File: config.mk
export PLATFORM = sky130hd
export DESIGN_NAME = window_aggregate_unit
export DESIGN_NICKNAME = d
export VERILOG_FILES = /design/src/hw/rtl/wau_pkg.sv /design/src/hw/rtl/window_aggregate_unit.sv /design/src/hw/rtl/wau_ctrl.sv /design/src/hw/rtl/wau_dp.sv
export SDC_FILE = /design/constraint.sdc
export NUM_CORES = 1
export LEC_CHECK = 0
export BUFFER_PORTS_ARGS = -buffer_cell sky130_fd_sc_hd__buf_2
export CAP_MARGIN = 20
export CORE_ASPECT_RATIO = 1.4
export CORE_UTILIZATION = 35
export DETAILED_ROUTE_END_ITERATION = 6
export PLACE_DENSITY = 0.52
export SLEW_MARGIN = 0
export SYNTH_ARGS = -nofsm -noshare
export SYNTH_HDL_FRONTEND = slang
export SYNTH_SLANG_ARGS = --single-unit
export TNS_END_PERCENT = 10
File: constraint.sdc
create_clock -name clk_i -period 7.35 [get_ports clk_i]
set_input_delay 1.1025 -clock clk_i [delete_from_list [all_inputs] [get_ports clk_i]]
set_output_delay 1.1025 -clock clk_i [all_outputs]
set_load 0.005 [all_outputs]
File: src/hw/rtl/wau_pkg.sv
// Package for the window aggregate unit: constants, mode codes, FSM state and
// controller/datapath command and status types. No dependencies.
package wau_pkg;

  localparam int unsigned DEF_MAX_WINDOW_ITEMS = 65536;
  localparam int unsigned DEF_VALUE_WIDTH      = 48;
  localparam int unsigned SUM_W                = 64;
  localparam int unsigned TIME_W               = 64;
  localparam int unsigned MODE_W               = 3;
  localparam int unsigned OUT_TDATA_W          = SUM_W + TIME_W;

  typedef enum logic [MODE_W-1:0] {
    MODE_COUNT = 3'd0,
    MODE_SUM   = 3'd1,
    MODE_MIN   = 3'd2,
    MODE_MAX   = 3'd3,
    MODE_AVG   = 3'd4
  } agg_mode_e;

  typedef enum logic [1:0] {
    ST_ACCUM  = 2'd0,
    ST_FINISH = 2'd1,
    ST_DIVIDE = 2'd2
  } wau_state_e;

  typedef struct packed {
    logic acc_en;
    logic clear;
    logic div_start;
    logic div_step;
    logic out_load;
    logic out_from_div;
  } wau_cmd_t;

  typedef struct packed {
    logic need_div;
    logic div_done;
  } wau_sts_t;

endpackage

File: src/hw/rtl/window_aggregate_unit.sv
// Window aggregate unit top level: count, sum, min, max or average per window.
// Items: one per cycle within a window; a closing item blocks input until its result is loaded.
// The result register loads once the output is free, after the 64-step bit-serial divider
// when average mode has valid items. Reset clears mode to count and empties the window.
// Depends on wau_pkg, wau_ctrl and wau_dp.
module window_aggregate_unit #(
  parameter int unsigned MAX_WINDOW_ITEMS = wau_pkg::DEF_MAX_WINDOW_ITEMS,
  parameter int unsigned VALUE_WIDTH      = wau_pkg::DEF_VALUE_WIDTH
) (
  input  logic                                 clk_i,
  input  logic                                 rst_ni,
  input  logic                                 cfg_we_i,
  input  logic [wau_pkg::MODE_W-1:0]           cfg_wdata_i,
  input  logic                                 s_axis_tvalid,
  output logic                                 s_axis_tready,
  // sample_value, window_end_time, zero pad
  input  logic [((VALUE_WIDTH + wau_pkg::TIME_W + 7) / 8) * 8 - 1:0] s_axis_tdata,
  // has_element, value_ok
  input  logic [1:0]                           s_axis_tuser,
  input  logic                                 s_axis_tlast,
  output logic                                 m_axis_tvalid,
  input  logic                                 m_axis_tready,
  // result_value, result_time
  output logic [wau_pkg::OUT_TDATA_W-1:0]      m_axis_tdata,
  // empty_window
  output logic [0:0]                           m_axis_tuser
);
  import wau_pkg::*;

  wau_cmd_t            cmd;
  wau_sts_t            sts;
  logic [SUM_W-1:0]    result_value;
  logic [TIME_W-1:0]   result_time;
  logic                empty_window;

  wau_ctrl u_ctrl (
    .clk_i      (clk_i),
    .rst_ni     (rst_ni),
    .s_tvalid_i (s_axis_tvalid),
    .s_tlast_i  (s_axis_tlast),
    .s_tready_o (s_axis_tready),
    .m_tready_i (m_axis_tready),
    .m_tvalid_o (m_axis_tvalid),
    .sts_i      (sts),
    .cmd_o      (cmd)
  );

  wau_dp #(
    .MAX_WINDOW_ITEMS (MAX_WINDOW_ITEMS),
    .VALUE_WIDTH      (VALUE_WIDTH)
  ) u_dp (
    .clk_i             (clk_i),
    .rst_ni            (rst_ni),
    .cfg_we_i          (cfg_we_i),
    .cfg_wdata_i       (cfg_wdata_i),
    .has_element_i     (s_axis_tuser[0]),
    .value_ok_i        (s_axis_tuser[1]),
    .sample_value_i    (s_axis_tdata[VALUE_WIDTH-1:0]),
    .window_end_time_i (s_axis_tdata[VALUE_WIDTH +: TIME_W]),
    .cmd_i             (cmd),
    .sts_o             (sts),
    .result_value_o    (result_value),
    .result_time_o     (result_time),
    .empty_window_o    (empty_window)
  );

  assign m_axis_tdata = {result_time, result_value};
  assign m_axis_tuser = empty_window;

endmodule

File: src/hw/rtl/wau_ctrl.sv
// Controller of the window aggregate unit: window FSM and output valid flag.
// Depends on wau_pkg; drives the datapath wau_dp through wau_cmd_t.
module wau_ctrl (
  input  logic              clk_i,
  input  logic              rst_ni,
  input  logic              s_tvalid_i,
  input  logic              s_tlast_i,
  output logic              s_tready_o,
  input  logic              m_tready_i,
  output logic              m_tvalid_o,
  input  wau_pkg::wau_sts_t sts_i,
  output wau_pkg::wau_cmd_t cmd_o
);
  import wau_pkg::*;

  wau_state_e state_q, state_d;
  logic       out_valid_q, out_valid_d;
  logic       in_fire;
  logic       out_free;

  assign in_fire  = s_tvalid_i && (state_q == ST_ACCUM);
  assign out_free = !out_valid_q || m_tready_i;

  always_comb begin
    state_d = state_q;
    unique case (state_q)
      ST_ACCUM: begin
        if (in_fire && s_tlast_i) state_d = ST_FINISH;
      end
      ST_FINISH: begin
        if (out_free) state_d = sts_i.need_div ? ST_DIVIDE : ST_ACCUM;
      end
      ST_DIVIDE: begin
        if (sts_i.div_done) state_d = ST_ACCUM;
      end
      default: state_d = ST_ACCUM;
    endcase
  end

  always_comb begin
    cmd_o      = '0;
    s_tready_o = 1'b0;
    unique case (state_q)
      ST_ACCUM: begin
        s_tready_o   = 1'b1;
        cmd_o.acc_en = in_fire;
      end
      ST_FINISH: begin
        if (out_free) begin
          cmd_o.clear     = 1'b1;
          cmd_o.div_start = sts_i.need_div;
          cmd_o.out_load  = !sts_i.need_div;
        end
      end
      ST_DIVIDE: begin
        if (sts_i.div_done) begin
          cmd_o.out_load     = 1'b1;
          cmd_o.out_from_div = 1'b1;
        end else begin
          cmd_o.div_step = 1'b1;
        end
      end
      default: cmd_o = '0;
    endcase
  end

  always_comb begin
    if (cmd_o.out_load) begin
      out_valid_d = 1'b1;
    end else if (m_tready_i) begin
      out_valid_d = 1'b0;
    end else begin
      out_valid_d = out_valid_q;
    end
  end

  assign m_tvalid_o = out_valid_q;

  always_ff @(posedge clk_i or negedge rst_ni) begin
    if (!rst_ni) begin
      state_q     <= ST_ACCUM;
      out_valid_q <= 1'b0;
    end else begin
      state_q     <= state_d;
      out_valid_q <= out_valid_d;
    end
  end

endmodule

File: src/hw/rtl/wau_dp.sv
// Datapath of the window aggregate unit: accumulators, mode register,
// bit-serial divider and output register. Depends on wau_pkg; driven by wau_ctrl.
module wau_dp #(
  parameter int unsigned MAX_WINDOW_ITEMS = wau_pkg::DEF_MAX_WINDOW_ITEMS,
  parameter int unsigned VALUE_WIDTH      = wau_pkg::DEF_VALUE_WIDTH
) (
  input  logic                             clk_i,
  input  logic                             rst_ni,
  input  logic                             cfg_we_i,
  input  logic [wau_pkg::MODE_W-1:0]       cfg_wdata_i,
  input  logic                             has_element_i,
  input  logic                             value_ok_i,
  input  logic signed [VALUE_WIDTH-1:0]    sample_value_i,
  input  logic [wau_pkg::TIME_W-1:0]       window_end_time_i,
  input  wau_pkg::wau_cmd_t                cmd_i,
  output wau_pkg::wau_sts_t                sts_o,
  output logic [wau_pkg::SUM_W-1:0]        result_value_o,
  output logic [wau_pkg::TIME_W-1:0]       result_time_o,
  output logic                             empty_window_o
);
  import wau_pkg::*;

  localparam int unsigned CNT_W  = $clog2(MAX_WINDOW_ITEMS + 1);
  localparam int unsigned DCNT_W = $clog2(SUM_W + 1);
  localparam logic [CNT_W-1:0] CNT_MAX = CNT_W'(MAX_WINDOW_ITEMS);
  localparam logic signed [VALUE_WIDTH-1:0] VAL_TOP = {1'b0, {(VALUE_WIDTH-1){1'b1}}};
  localparam logic signed [VALUE_WIDTH-1:0] VAL_BOT = {1'b1, {(VALUE_WIDTH-1){1'b0}}};
  localparam logic [SUM_W-1:0] SUM_TOP = {1'b0, {(SUM_W-1){1'b1}}};
  localparam logic [SUM_W-1:0] SUM_BOT = {1'b1, {(SUM_W-1){1'b0}}};

  logic [MODE_W-1:0]             agg_mode_q;
  agg_mode_e                     mode;
  logic [CNT_W-1:0]              elem_cnt_q, elem_cnt_d;
  logic [CNT_W-1:0]              valid_cnt_q, valid_cnt_d;
  logic [SUM_W-1:0]              sum_q, sum_d;
  logic signed [VALUE_WIDTH-1:0] min_q, min_d;
  logic signed [VALUE_WIDTH-1:0] max_q, max_d;
  logic [TIME_W-1:0]             time_q;
  logic [SUM_W-1:0]              sample_ext;
  logic [SUM_W:0]                sum_wide;
  logic [SUM_W-1:0]              sum_sat;

  logic [CNT_W-1:0]              divisor_q;
  logic [CNT_W-1:0]              rem_q, rem_d;
  logic [SUM_W-1:0]              quo_q, quo_d;
  logic [DCNT_W-1:0]             dcnt_q;
  logic                          neg_q;
  logic [CNT_W:0]                rem_shift;
  logic [CNT_W:0]                rem_trial;
  logic [SUM_W-1:0]              div_value;

  logic [SUM_W-1:0]              sel_value;
  logic                          sel_empty;
  logic [SUM_W-1:0]              out_value_q;
  logic [TIME_W-1:0]             out_time_q;
  logic                          out_empty_q;

  assign mode = agg_mode_e'(agg_mode_q);

  always_ff @(posedge clk_i or negedge rst_ni) begin
    if (!rst_ni) begin
      agg_mode_q <= MODE_COUNT;
    end else if (cfg_we_i) begin
      agg_mode_q <= cfg_wdata_i;
    end
  end

  assign sample_ext = SUM_W'(sample_value_i);
  assign sum_wide   = {sum_q[SUM_W-1], sum_q} + {sample_ext[SUM_W-1], sample_ext};

  always_comb begin
    if (sum_wide[SUM_W] != sum_wide[SUM_W-1]) begin
      sum_sat = sum_wide[SUM_W] ? SUM_BOT : SUM_TOP;
    end else begin
      sum_sat = sum_wide[SUM_W-1:0];
    end
  end

  always_comb begin
    elem_cnt_d  = elem_cnt_q;
    valid_cnt_d = valid_cnt_q;
    sum_d       = sum_q;
    min_d       = min_q;
    max_d       = max_q;
    priority if (cmd_i.clear) begin
      elem_cnt_d  = '0;
      valid_cnt_d = '0;
      sum_d       = '0;
      min_d       = VAL_TOP;
      max_d       = VAL_BOT;
    end else if (cmd_i.acc_en && has_element_i) begin
      if (elem_cnt_q < CNT_MAX) elem_cnt_d = elem_cnt_q + 1'b1;
      if (value_ok_i) begin
        if (valid_cnt_q < CNT_MAX) valid_cnt_d = valid_cnt_q + 1'b1;
        sum_d = sum_sat;
        if (sample_value_i < min_q) min_d = sample_value_i;
        if (sample_value_i > max_q) max_d = sample_value_i;
      end
    end
  end

  always_ff @(posedge clk_i or negedge rst_ni) begin
    if (!rst_ni) begin
      elem_cnt_q  <= '0;
      valid_cnt_q <= '0;
      sum_q       <= '0;
      min_q       <= VAL_TOP;
      max_q       <= VAL_BOT;
    end else begin
      elem_cnt_q  <= elem_cnt_d;
      valid_cnt_q <= valid_cnt_d;
      sum_q       <= sum_d;
      min_q       <= min_d;
      max_q       <= max_d;
    end
  end

  always_ff @(posedge clk_i) begin
    if (cmd_i.acc_en) time_q <= window_end_time_i;
  end

  always_comb begin
    sel_value = '0;
    sel_empty = 1'b1;
    if (elem_cnt_q != '0) begin
      sel_empty = 1'b0;
      unique case (mode)
        MODE_COUNT: sel_value = SUM_W'(elem_cnt_q);
        MODE_SUM:   sel_value = sum_q;
        MODE_MIN:   sel_value = SUM_W'(min_q);
        MODE_MAX:   sel_value = SUM_W'(max_q);
        MODE_AVG:   sel_value = '0;
        default:    sel_empty = 1'b1;
      endcase
    end
  end

  assign sts_o.need_div = (elem_cnt_q != '0) && (mode == MODE_AVG) && (valid_cnt_q != '0);
  assign sts_o.div_done = (dcnt_q == DCNT_W'(SUM_W));

  // restoring division, one quotient bit per step
  assign rem_shift = {rem_q, quo_q[SUM_W-1]};
  assign rem_trial = rem_shift - {1'b0, divisor_q};

  always_comb begin
    if (!rem_trial[CNT_W]) begin
      rem_d = rem_trial[CNT_W-1:0];
      quo_d = {quo_q[SUM_W-2:0], 1'b1};
    end else begin
      rem_d = rem_shift[CNT_W-1:0];
      quo_d = {quo_q[SUM_W-2:0], 1'b0};
    end
  end

  always_ff @(posedge clk_i) begin
    if (cmd_i.div_start) begin
      neg_q     <= sum_q[SUM_W-1];
      quo_q     <= sum_q[SUM_W-1] ? (SUM_W'(0) - sum_q) : sum_q;
      divisor_q <= valid_cnt_q;
      rem_q     <= '0;
      dcnt_q    <= '0;
    end else if (cmd_i.div_step) begin
      quo_q  <= quo_d;
      rem_q  <= rem_d;
      dcnt_q <= dcnt_q + 1'b1;
    end
  end

  assign div_value = neg_q ? (SUM_W'(0) - quo_q) : quo_q;

  always_ff @(posedge clk_i) begin
    if (cmd_i.out_load) begin
      out_value_q <= cmd_i.out_from_div ? div_value : sel_value;
      out_empty_q <= cmd_i.out_from_div ? 1'b0 : sel_empty;
      out_time_q  <= time_q;
    end
  end

  assign result_value_o = out_value_q;
  assign result_time_o  = out_time_q;
  assign empty_window_o = out_empty_q;

endmodule

==> results.py <==
metrics = {
    "run_status": {
        "run_status": "finished clean",
    },
    "pwr": {
        "p_total_mw": 10.5,
        "vdd_drop_max_mv": 0.218,
        "power.sequential.fraction_pct": 37.4,
        "switching_share_of_power_pct": 39.3,
        "power-per-cell-area_nw_per_um2": 307,
        "net-switching-power_mw": 4.13,
        "internal_power_mw": 6.38,
        "power.leakage_nw": 14.4,
        "comb_power_share_pct": 35.2,
        "power_frac_clock_pct": 27.3,
    },
    "worst_setup_path": {
        "critPathArrivalTime_ns": 5.64,
        "path_class": "primary input to register",
        "worst_path_max_delay_cell": "buf_4",
        "largest_stage_delay_on_the_critical_path_ns": 0.72,
        "crit_path_start_kind": "primary input",
        "worstPathMaxFanout": 47,
        "r2r.worst_path.cells": 10,
        "r2r_start": "u_dp.quo_q[12]",
        "reg2reg_slack_ns": 2.33,
        "worst_r2r_dst": "u_dp.result_value_o[50]",
        "worst_setup_path_end_kind": "register",
        "cp_cell_sequence": "buf_2 > ha_1 > nand3_1 > or3_1 > nor4_1 > nand2_1 > nor4_1 > o31a_1 > nor3_1 > mux2i_1 > a211oi_4 > buf_4 > mux2i_1",
        "worstPathRequired_ns": 7.89,
    },
    "clock_network": {
        "post_cts_resize_count": 0,
        "cts-root-buf": "clkbuf_16",
        "cts.repair_timing.setup_buffer_count": 0,
        "tritoncts": "built",
        "clk_latency_ns": 0.67,
        "cts_sinks": 499,
        "holdBufCountCts": 0,
        "htree_levels": 2,
        "tritoncts.num_buffers": 55,
        "clk_pin_slew_worst_paths_ns": 0.06,
        "clock_path_buffers": 3,
    },
    "yosys": {
        "ys_types": 77,
        "post_synthesis_sequential_area_ratio_pct": 46.1,
        "synthArstFlopShare_pct": 40.1,
        "synth-edff-count": 275,
        "synth-seq-cells": 499,
        "postSynth.topFlopCell": "edfxtp_1",
        "synth.avg_cell_area_sq_um": 9.58,
        "synthTopCellsByArea": "edfxtp_1 28%, dfrtp_1 13%, ha_1 7.8%",
        "synth_area_sq_um": 29900,
        "synth_largest_area_cell": "edfxtp_1",
        "synth.net_count": 3435,
        "synthesis.yosys.warnings": 0,
        "post_synth_inst_count": 3123,
        "synth_top_area_share_pct": 27.6,
    },
    "worst_hold_path": {
        "hold_path_depth": 0,
        "hold_path_sink": "u_dp.result_time_o[49]",
        "hp-start": "u_dp.time_q[49]",
        "worst_min_path_class": "register to register",
    },
    "timing": {
        "worst_pin_slew_ns": 1.04,
        "final.setup.tns_ns": 0,
        "achievable-frequency_mhz": 196,
        "maxSlewViolCount": 0,
        "post-route-period-util_pct": 69.5,
        "final.min_clock_period_ns": 5.11,
        "hold_viol": 0,
        "fin_skew_ns": 0.0553,
        "unrepaired_setup_endpoints_after_global_routing": "no",
        "max-slew-margin-rel_pct": 30.4,
        "report.final.setup_viol": 0,
    },
    "global_route": {
        "grt_start_max_net_pins": 86,
        "gr-usage-all-layers_pct": 21.1,
        "global_route_wire_length_before_repair_um": 143000,
        "first_global_vias": 23642,
        "grt_overflow": 0,
        "antenna_violations_before_repair": 1,
    },
    "routing": {
        "via_per_inst": 5.43,
        "detail_route.first_pass.iterations": 5,
        "detail-route-antenna-nets": 0,
        "postRouteWirelength_um": 92700,
        "route.detailed.wl_per_inst_um": 20.9,
        "dr_total_vias": 24111,
        "drcViolationCount": 0,
        "drt_iter0_markers": 1514,
    },
    "final_layout": {
        "area_delta_synth_final_pct": 14.4,
        "layout_cell_share_with_drive_strength_beyond_1_pct": 14.2,
        "antenna-diode-count": 0,
        "num-nets-final": 3619,
    },
    "floorplan": {
        "floorplan.die.width_um": 249,
        "std_cell_rows": 126,
        "number_of_primary_i_o_pins": 254,
        "dieArea_sq_um": 86600,
        "start_util_pct": 35.4,
        "core-area_sq_um": 84500,
        "die_height_um": 348,
    },
    "placed_design": {
        "place_congestion": 0.905,
        "hpwl_um": 68500,
        "buffer_ports.inserted": 253,
    },
    "flow_run": {
        "max_cap_violations": 0,
    },
}
[cell families after synthesis]
kind of cell	count (synthesis)	share of synthesized area [%]
and+or+nand+nor	966	14.6
xor gates and xnor gates	219	6.41
DFF	499	46.1
muxes	109	3.66
AOI/OAI and AO/OA	826	17.3
buffers and inverters	315	3.97
adders and majority gates	189	7.96
[synth_stat cells, types with 20 or more instances]
cell,count
nand2_1,407
o21ai_0,279
edfxtp_1,275
nor2_1,269
ha_1,187
xor2_1,168
a21oi_1,165
inv_1,155
dfrtp_1,152
clkbuf_1,139
mux2i_1,106
o22ai_1,66
nand4_1,56
a21o_1,55
xnor2_1,51
dfstp_2,48
o31ai_1,45
nor3_1,37
a22oi_1,35
nand3_1,35
dfxtp_1,24
or3_1,24
a211oi_1,20
a22o_1,20
[state kept, by name (all words and copies together), names as in the netlist, 7 cells and up]
signal	flops
u_dp.result_value_o	64
u_dp.elem_cnt_q	17
u_dp.rem_q	17
u_dp.time_q	64
u_dp.min_q	48
u_dp.valid_cnt_q	17
u_dp.divisor_q	17
u_dp.result_time_o	64
u_dp.sum_q	64
u_dp.max_q	48
u_dp.dcnt_q	7
u_dp.quo_q	64
[cells in the final DEF (no fill, tap or decap), types with 149 or more instances in the layout]
| master | instances |
|---|---|
| nand2_1 | 403 |
| o21ai_0 | 279 |
| inv_1 | 155 |
| dfrtp_1 | 149 |
| a21oi_1 | 165 |
| ha_1 | 187 |
| xor2_1 | 167 |
| edfxtp_1 | 275 |
| buf_2 | 252 |
| nor2_1 | 268 |
[metal layers]
| metal | vias up | part of all wire, % | GRT usage (%) | wire length (um) |
|---|---|---|---|---|
| met4 | 2 | 3.5 | 7.53 | 3200 |
| met5 | - | 0.0086 | 0 | 8 |
| met3 | 139 | 4.1 | 2.80 | 3780 |
| li1 | 11682 | - | - | - |
| met1 | 11714 | 43 | 26.3 | 39500 |
| met2 | 574 | 50 | 37.4 | 46200 |
[worst max-delay path: cells and delay by family]
family	cells	cell delay [ns]
adder cells (fa/ha/maj)	1	0.34
buffers and inverters	2	1.21
multiplexers	2	0.45
AND/OR/NAND/NOR	6	1.92
AO/OA/AOI/OAI	2	0.51
[worst max-delay path by stage]
stage	startpoint	endpoint	slack, ns	cells after the start
after floorplan	u_dp.dcnt_q[0]	u_dp.empty_window_o	2.26	7
after global placement	s_axis_tdata[47]	u_dp.max_q[2]	1.84	13
after detailed placement	s_axis_tdata[47]	u_dp.max_q[25]	1.57	13
after CTS	s_axis_tdata[47]	u_dp.max_q[25]	2.24	13
after global routing	s_axis_tdata[47]	u_dp.max_q[0]	2.07	13
final	s_axis_tdata[47]	u_dp.max_q[12]	2.24	13
[cell type report]
| class | instances | area [sq um] |
|---|---|---|
| clock buffer | 72 | 1500 |
| tap | 1088 | 1360 |
| fill | 8426 | 50300 |
| clock inverter | 32 | 365 |
| inverter | 156 | 586 |
| sequential | 499 | 13800 |
| timing repair buffer | 286 | 1560 |
| multi-input combinational | 2309 | 15000 |
[through the flow]
step,hold slack [ns],area (sq um),util [%],cells,worst slack [ns]
after floorplan,0.400,29900,-,3123,2.26
after detailed placement,0.405,32300,38.2,4337,1.57
final,0.415,34200,40.5,4442,2.24
after global placement,0.402,32300,38.2,4336,1.84
after CTS,0.416,34200,40.5,4441,2.24
after global routing,0.423,34200,40.5,4442,2.07
[power by group through the flow]
stage | clock network (mW) | registers (mW) | logic, mW
3_3_place_gp | 0 | 3.98 | 3.67
4_1_cts | 2.96 | 3.93 | 3.71
2_1_floorplan | 0 | 3.89 | 2.46
3_5_place_dp | 0 | 3.98 | 3.70
5_1_grt | 3.05 | 3.99 | 4.11
6_report | 2.87 | 3.93 | 3.70
(Power assumes the default switching activity.)
